==> config.mk <==
export PLATFORM = sky130hd
export DESIGN_NAME = http_request_header_scanner
export DESIGN_NICKNAME = d
export VERILOG_FILES = /design/src/hw/rtl/hrhs_pkg.sv /design/src/hw/rtl/http_request_header_scanner.sv
export VERILOG_INCLUDE_DIRS = /design/src /design/src/hw/rtl
export SDC_FILE = /design/constraint.sdc
export NUM_CORES = 1
export LEC_CHECK = 0
export BUFFER_PORTS_ARGS = -buffer_cell sky130_fd_sc_hd__buf_4
export CORE_MARGIN = 10
export CORE_UTILIZATION = 48
export DETAILED_ROUTE_END_ITERATION = 8
export GPL_ROUTABILITY_DRIVEN = 1
export PLACE_DENSITY = 0.76
export SYNTH_ARGS = -nofsm -noshare
export SYNTH_HDL_FRONTEND = slang
export SYNTH_SLANG_ARGS = --single-unit
==> constraint.sdc <==
create_clock -name clk -period 7.4 [get_ports clk]
set_input_delay 0.74 -clock clk [delete_from_list [all_inputs] [get_ports clk]]
set_output_delay 0.74 -clock clk [all_outputs]
set_load 0.005 [all_outputs]
==> src/hw/rtl/http_request_header_scanner_macros.svh <==
// ----------------------------------------------------------------------------
// Assertion macros for the HTTP request header scanner
// Each macro expands to one labeled concurrent assertion on clk, off in reset.
// ----------------------------------------------------------------------------
`ifndef HTTP_REQUEST_HEADER_SCANNER_MACROS_SVH
`define HTTP_REQUEST_HEADER_SCANNER_MACROS_SVH

// Condition holds at every edge outside reset.
`define HRHS_ASSERT_ALWAYS(label, cond, msg) \
  label: assert property (@(posedge clk) disable iff (rst) (cond)) else $error(msg);

// Consequent holds in the cycle after the antecedent.
`define HRHS_ASSERT_NEXT(label, ante, cons, msg) \
  label: assert property (@(posedge clk) disable iff (rst) (ante) |=> (cons)) \
    else $error(msg);

`endif

==> src/hw/rtl/hrhs_pkg.sv <==
// ----------------------------------------------------------------------------
// hrhs_pkg
// Types and codes shared by the HTTP request header scanner.
// ----------------------------------------------------------------------------
package hrhs_pkg;

  // Input request: one raw header byte
  typedef struct packed {
    logic [7:0] data_byte;
    logic       frame_end;
  } byte_item_t;

  // One result item
  typedef struct packed {
    logic [1:0]  kind;
    logic [2:0]  method;
    logic [2:0]  status;
    logic [12:0] key_length;
    logic [12:0] value_length;
    logic [15:0] line_offset;
    logic [5:0]  header_index;
    logic        last;
  } result_t;

  // Result kinds
  localparam logic [1:0] KIND_REQ = 2'd0;
  localparam logic [1:0] KIND_HDR = 2'd1;
  localparam logic [1:0] KIND_SUM = 2'd2;

  // Method codes; METH_BAD is internal only
  localparam logic [2:0] METH_NONE  = 3'd0;
  localparam logic [2:0] METH_GET   = 3'd1;
  localparam logic [2:0] METH_PUT   = 3'd2;
  localparam logic [2:0] METH_POST  = 3'd3;
  localparam logic [2:0] METH_HEAD  = 3'd4;
  localparam logic [2:0] METH_PATCH = 3'd5;
  localparam logic [2:0] METH_BAD   = 3'd6;

  // Status codes
  localparam logic [2:0] ST_OK       = 3'd0;
  localparam logic [2:0] ST_BAD_METH = 3'd1;
  localparam logic [2:0] ST_NO_REQ   = 3'd2;
  localparam logic [2:0] ST_TOO_LONG = 3'd3;
  localparam logic [2:0] ST_TOO_MANY = 3'd4;

  // Characters
  localparam logic [7:0] CH_CR    = 8'h0D;
  localparam logic [7:0] CH_LF    = 8'h0A;
  localparam logic [7:0] CH_COLON = 8'h3A;
  localparam logic [7:0] CH_SPACE = 8'h20;

  // Method names, first character in the top byte
  localparam logic [23:0] STR_GET   = "GET";
  localparam logic [23:0] STR_PUT   = "PUT";
  localparam logic [31:0] STR_POST  = "POST";
  localparam logic [31:0] STR_HEAD  = "HEAD";
  localparam logic [39:0] STR_PATCH = "PATCH";

  // Scan phase
  typedef enum logic [2:0] {
    PH_REQ = 3'b001,
    PH_HDR = 3'b010,
    PH_IGN = 3'b100
  } phase_t;

endpackage

==> src/hw/rtl/http_request_header_scanner.sv <==
// Output: each result is registered in the result queue.
// Throughput: one byte per cycle while two queue slots are free; a byte
// that causes two results (a line result plus the frame summary) pushes
// both at once into the four-entry result queue.
// Reset: synchronous; clears the scan state and empties the result queue.
// ----------------------------------------------------------------------------
// http_request_header_scanner
// Splits request header bytes into lines, decodes the method from the request
// line, reports key/value lengths of header lines and a per-frame summary.
// ----------------------------------------------------------------------------
`include "http_request_header_scanner_macros.svh"

module http_request_header_scanner
  import hrhs_pkg::*;
#(
  parameter int MAX_LINE    = 4096,
  parameter int MAX_HEADERS = 32,
  parameter int OFFSET_BITS = 16
) (
  input  logic       clk,
  input  logic       rst,
  input  logic       byte_valid,
  output logic       byte_ready,
  input  byte_item_t byte_data,
  output logic       result_valid,
  input  logic       result_ready,
  output result_t    result_data
);

  localparam int LEN_W = $clog2(MAX_LINE + 2);
  localparam int QDEPTH = 4;
  localparam int QPTR_W = $clog2(QDEPTH);
  localparam int QCNT_W = $clog2(QDEPTH + 1);

  // Scan state
  phase_t                 phase, phase_next;
  logic                   cr_seen, cr_seen_next;
  logic [LEN_W-1:0]       line_bytes, line_bytes_next;
  logic [4:0][7:0]        method_prefix, method_prefix_next;
  logic [2:0]             method_code, method_code_next;
  logic [LEN_W-1:0]       colon_position, colon_position_next;
  logic                   colon_seen, colon_seen_next;
  logic [5:0]             header_count, header_count_next;
  logic [OFFSET_BITS-1:0] byte_offset, byte_offset_next;
  logic [OFFSET_BITS-1:0] line_offset_reg, line_offset_reg_next;
  logic [2:0]             frame_status, frame_status_next;

  // Result queue
  result_t               queue [QDEPTH];
  logic [QPTR_W-1:0]     wr_ptr, rd_ptr;
  logic [QCNT_W-1:0]     count;

  logic                  accept, pop;
  logic [7:0]            b;
  logic                  fe;
  logic [OFFSET_BITS-1:0] offset_step;
  logic [2:0]            decided;
  logic [2:0]            fmeth, fmeth_next;
  logic                  line_emit;
  result_t               line_res, sum_res;
  logic [LEN_W:0]        val_diff;
  logic [LEN_W-1:0]      val_len;
  logic [15:0]           key_wide, val_wide;
  logic [31:0]           off_wide;
  logic [2:0]            sum_status;
  logic                  long_line;

  assign accept = byte_valid && byte_ready;
  assign pop    = result_valid && result_ready;
  assign b      = byte_data.data_byte;
  assign fe     = byte_data.frame_end;

  assign offset_step = (byte_offset == {OFFSET_BITS{1'b1}}) ? byte_offset
                                                             : byte_offset + 1'b1;
  assign long_line = line_bytes > LEN_W'(MAX_LINE);

  // Method from the space position and the stored prefix
  always_comb begin
    decided = METH_BAD;
    if (line_bytes == LEN_W'(3)) begin
      if ({method_prefix[0], method_prefix[1], method_prefix[2]} == STR_GET) begin
        decided = METH_GET;
      end else if ({method_prefix[0], method_prefix[1], method_prefix[2]} == STR_PUT) begin
        decided = METH_PUT;
      end
    end else if (line_bytes == LEN_W'(4)) begin
      if ({method_prefix[0], method_prefix[1], method_prefix[2],
           method_prefix[3]} == STR_POST) begin
        decided = METH_POST;
      end else if ({method_prefix[0], method_prefix[1], method_prefix[2],
                    method_prefix[3]} == STR_HEAD) begin
        decided = METH_HEAD;
      end
    end else if (line_bytes == LEN_W'(5)) begin
      if ({method_prefix[0], method_prefix[1], method_prefix[2],
           method_prefix[3], method_prefix[4]} == STR_PATCH) begin
        decided = METH_PATCH;
      end
    end
  end

  assign fmeth = (method_code >= METH_GET && method_code <= METH_PATCH) ? method_code
                                                                        : METH_NONE;

  // Value length: bytes after colon and one space, floored at zero
  assign val_diff = {1'b0, line_bytes} - {1'b0, colon_position} - (LEN_W+1)'(2);
  assign val_len  = ({1'b0, line_bytes} >= {1'b0, colon_position} + (LEN_W+1)'(2))
                    ? val_diff[LEN_W-1:0] : '0;
  assign key_wide = 16'(colon_position);
  assign val_wide = 16'(val_len);
  assign off_wide = 32'(line_offset_reg);

  // Next state and line result
  always_comb begin
    phase_next           = phase;
    cr_seen_next         = cr_seen;
    line_bytes_next      = line_bytes;
    method_prefix_next   = method_prefix;
    method_code_next     = method_code;
    colon_position_next  = colon_position;
    colon_seen_next      = colon_seen;
    header_count_next    = header_count;
    line_offset_reg_next = line_offset_reg;
    frame_status_next    = frame_status;
    line_emit            = 1'b0;
    line_res             = '0;
    line_res.line_offset = off_wide[15:0];
    line_res.last        = !fe;

    unique case (phase)
      PH_REQ: begin
        if (b == CH_CR) begin
          cr_seen_next = 1'b1;
        end else if (b == CH_LF) begin
          if (cr_seen) begin
            line_emit     = 1'b1;
            line_res.kind = KIND_REQ;
            if (long_line) begin
              line_res.status = ST_TOO_LONG;
            end else if (fmeth != METH_NONE) begin
              line_res.status = ST_OK;
              line_res.method = fmeth;
            end else begin
              line_res.status = ST_BAD_METH;
            end
            if (line_res.status == ST_OK) begin
              phase_next = PH_HDR;
            end else begin
              if (frame_status == ST_OK) frame_status_next = line_res.status;
              phase_next = PH_IGN;
            end
            line_bytes_next      = '0;
            cr_seen_next         = 1'b0;
            colon_seen_next      = 1'b0;
            colon_position_next  = '0;
            line_offset_reg_next = offset_step;
          end
        end else begin
          cr_seen_next = 1'b0;
          if (b == CH_SPACE && line_bytes != '0 && method_code == METH_NONE) begin
            method_code_next = decided;
          end
          if (line_bytes < LEN_W'(5)) begin
            method_prefix_next[line_bytes[2:0]] = b;
          end
          if (!long_line) line_bytes_next = line_bytes + 1'b1;
        end
      end
      PH_HDR: begin
        if (b == CH_CR) begin
          cr_seen_next = 1'b1;
        end else if (b == CH_LF) begin
          if (cr_seen) begin
            line_res.kind         = KIND_HDR;
            line_res.method       = fmeth;
            line_res.header_index = header_count;
            if (long_line) begin
              line_emit       = 1'b1;
              line_res.status = ST_TOO_LONG;
              if (frame_status == ST_OK) frame_status_next = ST_TOO_LONG;
            end else if (colon_seen) begin
              line_emit             = 1'b1;
              line_res.key_length   = key_wide[12:0];
              line_res.value_length = val_wide[12:0];
              if (header_count >= 6'(MAX_HEADERS)) begin
                line_res.status = ST_TOO_MANY;
                if (frame_status == ST_OK) frame_status_next = ST_TOO_MANY;
              end else begin
                line_res.status   = ST_OK;
                header_count_next = header_count + 1'b1;
              end
            end
          end
          // A bare LF ends the line too
          line_bytes_next      = '0;
          cr_seen_next         = 1'b0;
          colon_seen_next      = 1'b0;
          colon_position_next  = '0;
          line_offset_reg_next = offset_step;
        end else begin
          cr_seen_next = 1'b0;
          if (b == CH_COLON && !colon_seen) begin
            colon_seen_next     = 1'b1;
            colon_position_next = line_bytes;
          end
          if (!long_line) line_bytes_next = line_bytes + 1'b1;
        end
      end
      PH_IGN: begin
        // drop bytes until the frame ends
      end
      default: begin
        phase_next = PH_IGN;
      end
    endcase

    byte_offset_next = offset_step;

    // Summary from the updated state, then back to reset
    fmeth_next = (method_code_next >= METH_GET && method_code_next <= METH_PATCH)
                 ? method_code_next : METH_NONE;
    sum_status = (frame_status_next == ST_OK && phase_next == PH_REQ) ? ST_NO_REQ
                                                                     : frame_status_next;
    sum_res              = '0;
    sum_res.kind         = KIND_SUM;
    sum_res.method       = fmeth_next;
    sum_res.status       = sum_status;
    sum_res.header_index = header_count_next;
    sum_res.last         = 1'b1;

    if (fe) begin
      phase_next           = PH_REQ;
      cr_seen_next         = 1'b0;
      line_bytes_next      = '0;
      method_prefix_next   = '0;
      method_code_next     = METH_NONE;
      colon_position_next  = '0;
      colon_seen_next      = 1'b0;
      header_count_next    = '0;
      byte_offset_next     = '0;
      line_offset_reg_next = '0;
      frame_status_next    = ST_OK;
    end
  end

  always_ff @(posedge clk) begin
    if (rst) begin
      phase           <= PH_REQ;
      cr_seen         <= 1'b0;
      line_bytes      <= '0;
      method_prefix   <= '0;
      method_code     <= METH_NONE;
      colon_position  <= '0;
      colon_seen      <= 1'b0;
      header_count    <= '0;
      byte_offset     <= '0;
      line_offset_reg <= '0;
      frame_status    <= ST_OK;
    end else if (accept) begin
      phase           <= phase_next;
      cr_seen         <= cr_seen_next;
      line_bytes      <= line_bytes_next;
      method_prefix   <= method_prefix_next;
      method_code     <= method_code_next;
      colon_position  <= colon_position_next;
      colon_seen      <= colon_seen_next;
      header_count    <= header_count_next;
      byte_offset     <= byte_offset_next;
      line_offset_reg <= line_offset_reg_next;
      frame_status    <= frame_status_next;
    end
  end

  // Result queue: push up to two per request, pop one per cycle on result_ready
  logic [1:0]        push_cnt;
  logic [QPTR_W-1:0] wr_ptr_1;

  assign push_cnt = accept ? ({1'b0, line_emit} + {1'b0, fe}) : 2'd0;
  assign wr_ptr_1 = wr_ptr + 1'b1;

  always_ff @(posedge clk) begin
    if (accept) begin
      if (line_emit) begin
        queue[wr_ptr] <= line_res;
        if (fe) queue[wr_ptr_1] <= sum_res;
      end else if (fe) begin
        queue[wr_ptr] <= sum_res;
      end
    end
  end

  always_ff @(posedge clk) begin
    if (rst) begin
      wr_ptr <= '0;
      rd_ptr <= '0;
      count  <= '0;
    end else begin
      wr_ptr <= wr_ptr + QPTR_W'(push_cnt);
      if (pop) rd_ptr <= rd_ptr + 1'b1;
      count <= count + QCNT_W'(push_cnt) - QCNT_W'(pop);
    end
  end

  // Hold off new bytes unless two slots are free
  assign byte_ready   = count <= QCNT_W'(QDEPTH - 2);
  assign result_valid = count != '0;
  assign result_data  = queue[rd_ptr];

  `HRHS_ASSERT_ALWAYS(a_queue_bound, count <= QCNT_W'(QDEPTH), "result queue overflow")
  `HRHS_ASSERT_ALWAYS(a_hdr_bound, header_count <= 6'(MAX_HEADERS), "header count over limit")
  `HRHS_ASSERT_NEXT(a_frame_reset, accept && fe,
    phase == PH_REQ && header_count == '0 && byte_offset == '0 && count != '0,
    "frame end did not reset the scanner")

endmodule
Yosys cells after proc, flatten, opt, wreduce, memory -nomap -nowiden

Memory sizes are Yosys's and may differ from the RTL's. A register that Yosys moved wholly into a read port is not among the register bits.
Index checks and enable logic that the tools add are counted.
Widths: inputs -> output; s select.

$add $sub $neg: 12
Bitwise gates (word level): 1
Equal/unequal tests: 26
Multiplexer cells: 136
Order comparisons: 11
Reduce and logical (&&, ||, !) cells: 29

Operator list:

| cell                  | count |
|---|---|
| $mux 40               | 5 |
| $mux 13               | 14 |
| $mux 16               | 8 |
| $mux 3                | 40 |
| $mux 33               | 3 |
| $mux 6                | 15 |
| $eq 32x31->1 const B  | 2 |
| $mux 57               | 1 |
| $mux 26               | 2 |
| $pmux 13 s2           | 2 |
| $eq 24x23->1 const B  | 2 |
| $bwmux 40             | 1 |
| $eq 40x39->1 const B  | 1 |
| $pmux 16 s2           | 1 |
| $mux 1                | 29 |
| $mux 29               | 1 |
| $eq 13x3->1 const B   | 2 |
| $demux 8 s3           | 1 |
| $add 16x1->16 const B | 1 |
| $eq 16x16->1 const B  | 1 |
| $eq 8x4->1 const B    | 2 |
| $eq 8x6->1 const B    | 2 |
| $pmux 8 s2            | 1 |
| $ne 3x3->1 const B    | 5 |
| 39 further kinds      | 73 |

RAM bits: 228
Output and inout port bits: 59
Memories kept: 1
Bits in registers: 122
Input port bits: 13
Word-level logic and storage cells: 234

Memories:

| name  | depth | bits a word | rd ports | clocked after memory_dff | write ports | line                              | text |
|---|---|---|---|---|---|---|---|
| queue | 4     | 57          | 1        | 1                        | 2           | http_request_header_scanner.sv:49 | `result_t queue [QDEPTH];` |

Logic depth before layout (Yosys ltp)

Word-level depth: 20
Mapped depth: 15

Least setup slack after synthesis

Ideal clock, no wire load.

Path type: input to register
Start point: input byte_data[8] in the netlist's numbering
End point: memory queue[0][1] in the netlist's numbering, enable pin
Setup time: 344 ps
Setup slack: 4059 ps
Data arrival time: 2997 ps
Stages: 11
Path buffers: 2
Path through: nor4_1 > and3_1 > clkbuf_1 > nand2_1 > inv_1 > ha_1 > nand3_1 > nor2_1 > nor2_2 > buf_2 > inv_1

RTL lines:

| element            | line                              | text |
|---|---|---|
| start: declaration | http_request_header_scanner.sv:24 | `input byte_item_t byte_data,` |
| end: declaration   | http_request_header_scanner.sv:49 |  |

==> results_dict.tcl <==
set metrics [dict create \
    core_area_sq_mm 0.03463 \
    total_power_mw 4.528 \
    min-delay-start "queue[2][56]" \
    largest_reg_flops 228 \
    regToRegSetupSlack_ps 3070 \
    slowest_delay_ps 1010 \
    regArea_sq_mm 0.007532 \
    cap_violations 0 \
    cp_cell_sequence "buf_4 -> nor4_1 -> and3_1 -> nand2_1 -> ha_1 -> nand3_1 -> buf_4 -> nand2_1 -> nor2_1 -> nand2_1 -> o21ai_0" \
    finalHoldViolCount 0 \
    fin_skew_ps 10.50 \
    layout.nets 1848 \
    ctsResizeCount 0 \
    wl_mm 45.53 \
    finalMaxSlewViolations 0 \
    die_y_um 207.6 \
    path_clk_slew_ps 60 \
    setup_viol 0 \
    synth_edf_count 48 \
    cp-start-kind "primary input" \
    core.rowCount 68 \
    dieWidth_um 207.6 \
    crit_arrival_ps 4810 \
    gp_congestion 0.9279 \
    cts_post_setup_buffers_inserted 0 \
    drt-wirelength-per-cell_um 20.09 \
    yosysSeqAreaShare_pct 44.58 \
    max_freq_ghz 0.2289 \
    slowest_stage "nor2_1" \
    worst_slack_ps 3032 \
    ioPinCount 72 \
    regMostFlops "queue" \
    synthArstFlopShare_pct 0 \
    synth_area_leader_cell "dfxtp_1" \
    critPathMaxFanout 31 \
    grt_pass1_wl_mm 72.89 \
    synth.top_cell.area_share_pct 36.05 \
    vias 14010 \
    htreeDepth 2 \
    grt_util_all_layers_pct 20.18 \
    fin_crit_sh_pct 59.03 \
    dp_hpwl_mm 30.66 \
    synth_flop_cell "dfxtp_1" \
    yosysUniqueCellTypes 79 \
    root_buffer "clkbuf_16" \
    initial_core_util_pct 48.76 \
    cp_top_family "simple AND/OR/NAND/NOR gates" \
    via_per_inst 6.179 \
    mappedNetlistArea_sq_mm 0.01688 \
    io_buffers 71 \
    yosysMostFrequentCell "dfxtp_1" \
    rsz0062_at_grt "false" \
    reg_top3 "queue x228, method_prefix x40" \
    clockBufferDepth 3 \
    worstSkewPairLatency_ps 530 \
    antenna_cells 0 \
    worst_slew_pin_slew_ps 1257 \
    maxSlewHeadroom_pct 15.79 \
    hold_ws_ps 451.1 \
    p_per_area_mw_per_mm2 241.6 \
    path_class "in2reg" \
    multi_input_area_sq_mm 0.008621 \
    rr_startpoint "phase[1]" \
    cts_tree "done" \
    antenna_found_initial 0 \
    dr.pass1.iters 6 \
    netlist_instances 1786 \
    min_path_type "reg2reg" \
    rr_worst_depth 11 \
    status "completed" \
    r2r_end "queue[0][47]" \
    drive_gt1_share_pct 12.97 \
    ir_drop_mv 0.1700 \
    postPlaceCellArea_sq_mm 0.01757 \
    overflow 0 \
    first_global_vias 13440 \
    avgSynthCellArea_sq_um 9.453 \
    hold_end "queue[2][56]" \
    yosysWarnings 0 \
    cts_buffers 37 \
    hold_path_depth 2 \
    die_area_sq_mm 0.04308 \
    fin_area_sq_mm 0.01874 \
    drtIter0Drc 1240 \
    synthesis.nets 1850 \
    critical_path_depth 11 \
    cts.sinks 352 \
    areaGrowthSynthToFinish_pct 11.00 \
    fillers 3018 \
    antenna_left 0 \
    grt_max_degree 70 \
    ys_ff_latch 352 \
    period_needed_ps 4368 \
    synthTopCellsByCount "304 x dfxtp_1, 177 x nor2_1, 162 x o21ai_0" \
    synthTopCellsByArea "dfxtp_1 36%, edfxtp_1 8.5%, mux4_2 7.6%" \
    setup_tns_ps 0 \
    critPathBufInv 2 \
    cp-end-kind "register" \
    cts_hold_buf 0 \
    cp_common_cell "nand2_1" \
    drc 0 \
    p_leak_nw 6.768 \
    pre_cts_ws_ps 2678 \
    required_ps 7850 \
]
==> how the worst max path moves through the flow <==
stage	to	startpoint	slack, ps
after floorplan	queue[0][1]	byte_data[8]	4060
after global placement	queue[3][3]	byte_data[8]	2820
after detailed placement	queue[0][47]	byte_data[8]	2680
after CTS	queue[0][5]	line_bytes[1]	3190
after global routing	queue[3][47]	byte_data[8]	2800
final	queue[0][47]	byte_data[8]	3030
==> cells by family after synthesis <==
logic type | count (synthesis) | share of synthesized area, %
multiplexers | 95 | 9.856
XOR/XNOR | 47 | 2.483
flip-flops | 352 | 44.58
adder cells (fa/ha/maj) | 51 | 3.868
AO/OA/AOI/OAI | 422 | 16.13
AND/OR/NAND/NOR | 635 | 18.62
buffers and inverters | 184 | 4.469
==> placed cells by master, fill, tap and decap left out, types with 13 or more instances in the layout <==
cell	netlist	layout
clkbuf_16	0	37
inv_1	59	59
edfxtp_1	48	48
a22oi_1	28	28
a21o_1	15	15
ha_1	49	49
a22o_1	41	41
buf_4	3	83
nor4_1	15	15
nor2_1	177	177
dfxtp_1	304	302
nor2b_1	14	14
nand3_1	157	155
o22ai_1	23	23
nor3_1	35	35
mux2i_1	38	38
or3_1	17	13
o2bb2ai_1	18	18
xnor2_1	31	31
mux4_2	57	57
a21oi_1	60	60
nand2_1	117	117
o21ai_0	162	162
xor2_1	15	15
==> power by group <==
part / internal, mW / leakage [nW] / switching [mW]
Combinational: 0.275 / 3.31 / 0.405
Sequential: 1.99 / 2.89 / 0.0539
Clock: 1.05 / 0.575 / 0.749
==> worst min-delay path: stages (launching register included) <==
cell and delay, ps:
dfxtp_1 310, nand2_1 50, nand2_1 50
==> per-stage QoR <==
| step | util (%) | std cells |
|---|---|---|
| floorplan | - | 1786 |
| global placement | 50.74 | 2200 |
| detailed placement | 50.74 | 2200 |
| CTS | 54.12 | 2267 |
| global route | 54.12 | 2267 |
| finish | 54.12 | 2267 |
==> cell type report <==
class                           count  share of cell area [%]
Timing Repair Buffer               83                   3.325
Tap cell                          455                   3.038
Multi-Input combinational cell   1250                   46.00
Inverter                           60                   1.202
Clock buffer                       52                   5.561
Sequential cell                   352                   40.19
Clock inverter                     15                  0.6876
==> layer usage <==
metal | vias to the layer above | track usage, % | share of wire, %
met1 | 6815 | 28.21 | 44
li1 | 6536 | - | -
met3 | 67 | 4.046 | 8.7
met2 | 589 | 31.05 | 45
met5 | - | 0 | 0
met4 | 0 | 5.494 | 1.9
No activity file was read; power rests on OpenSTA's default activity.
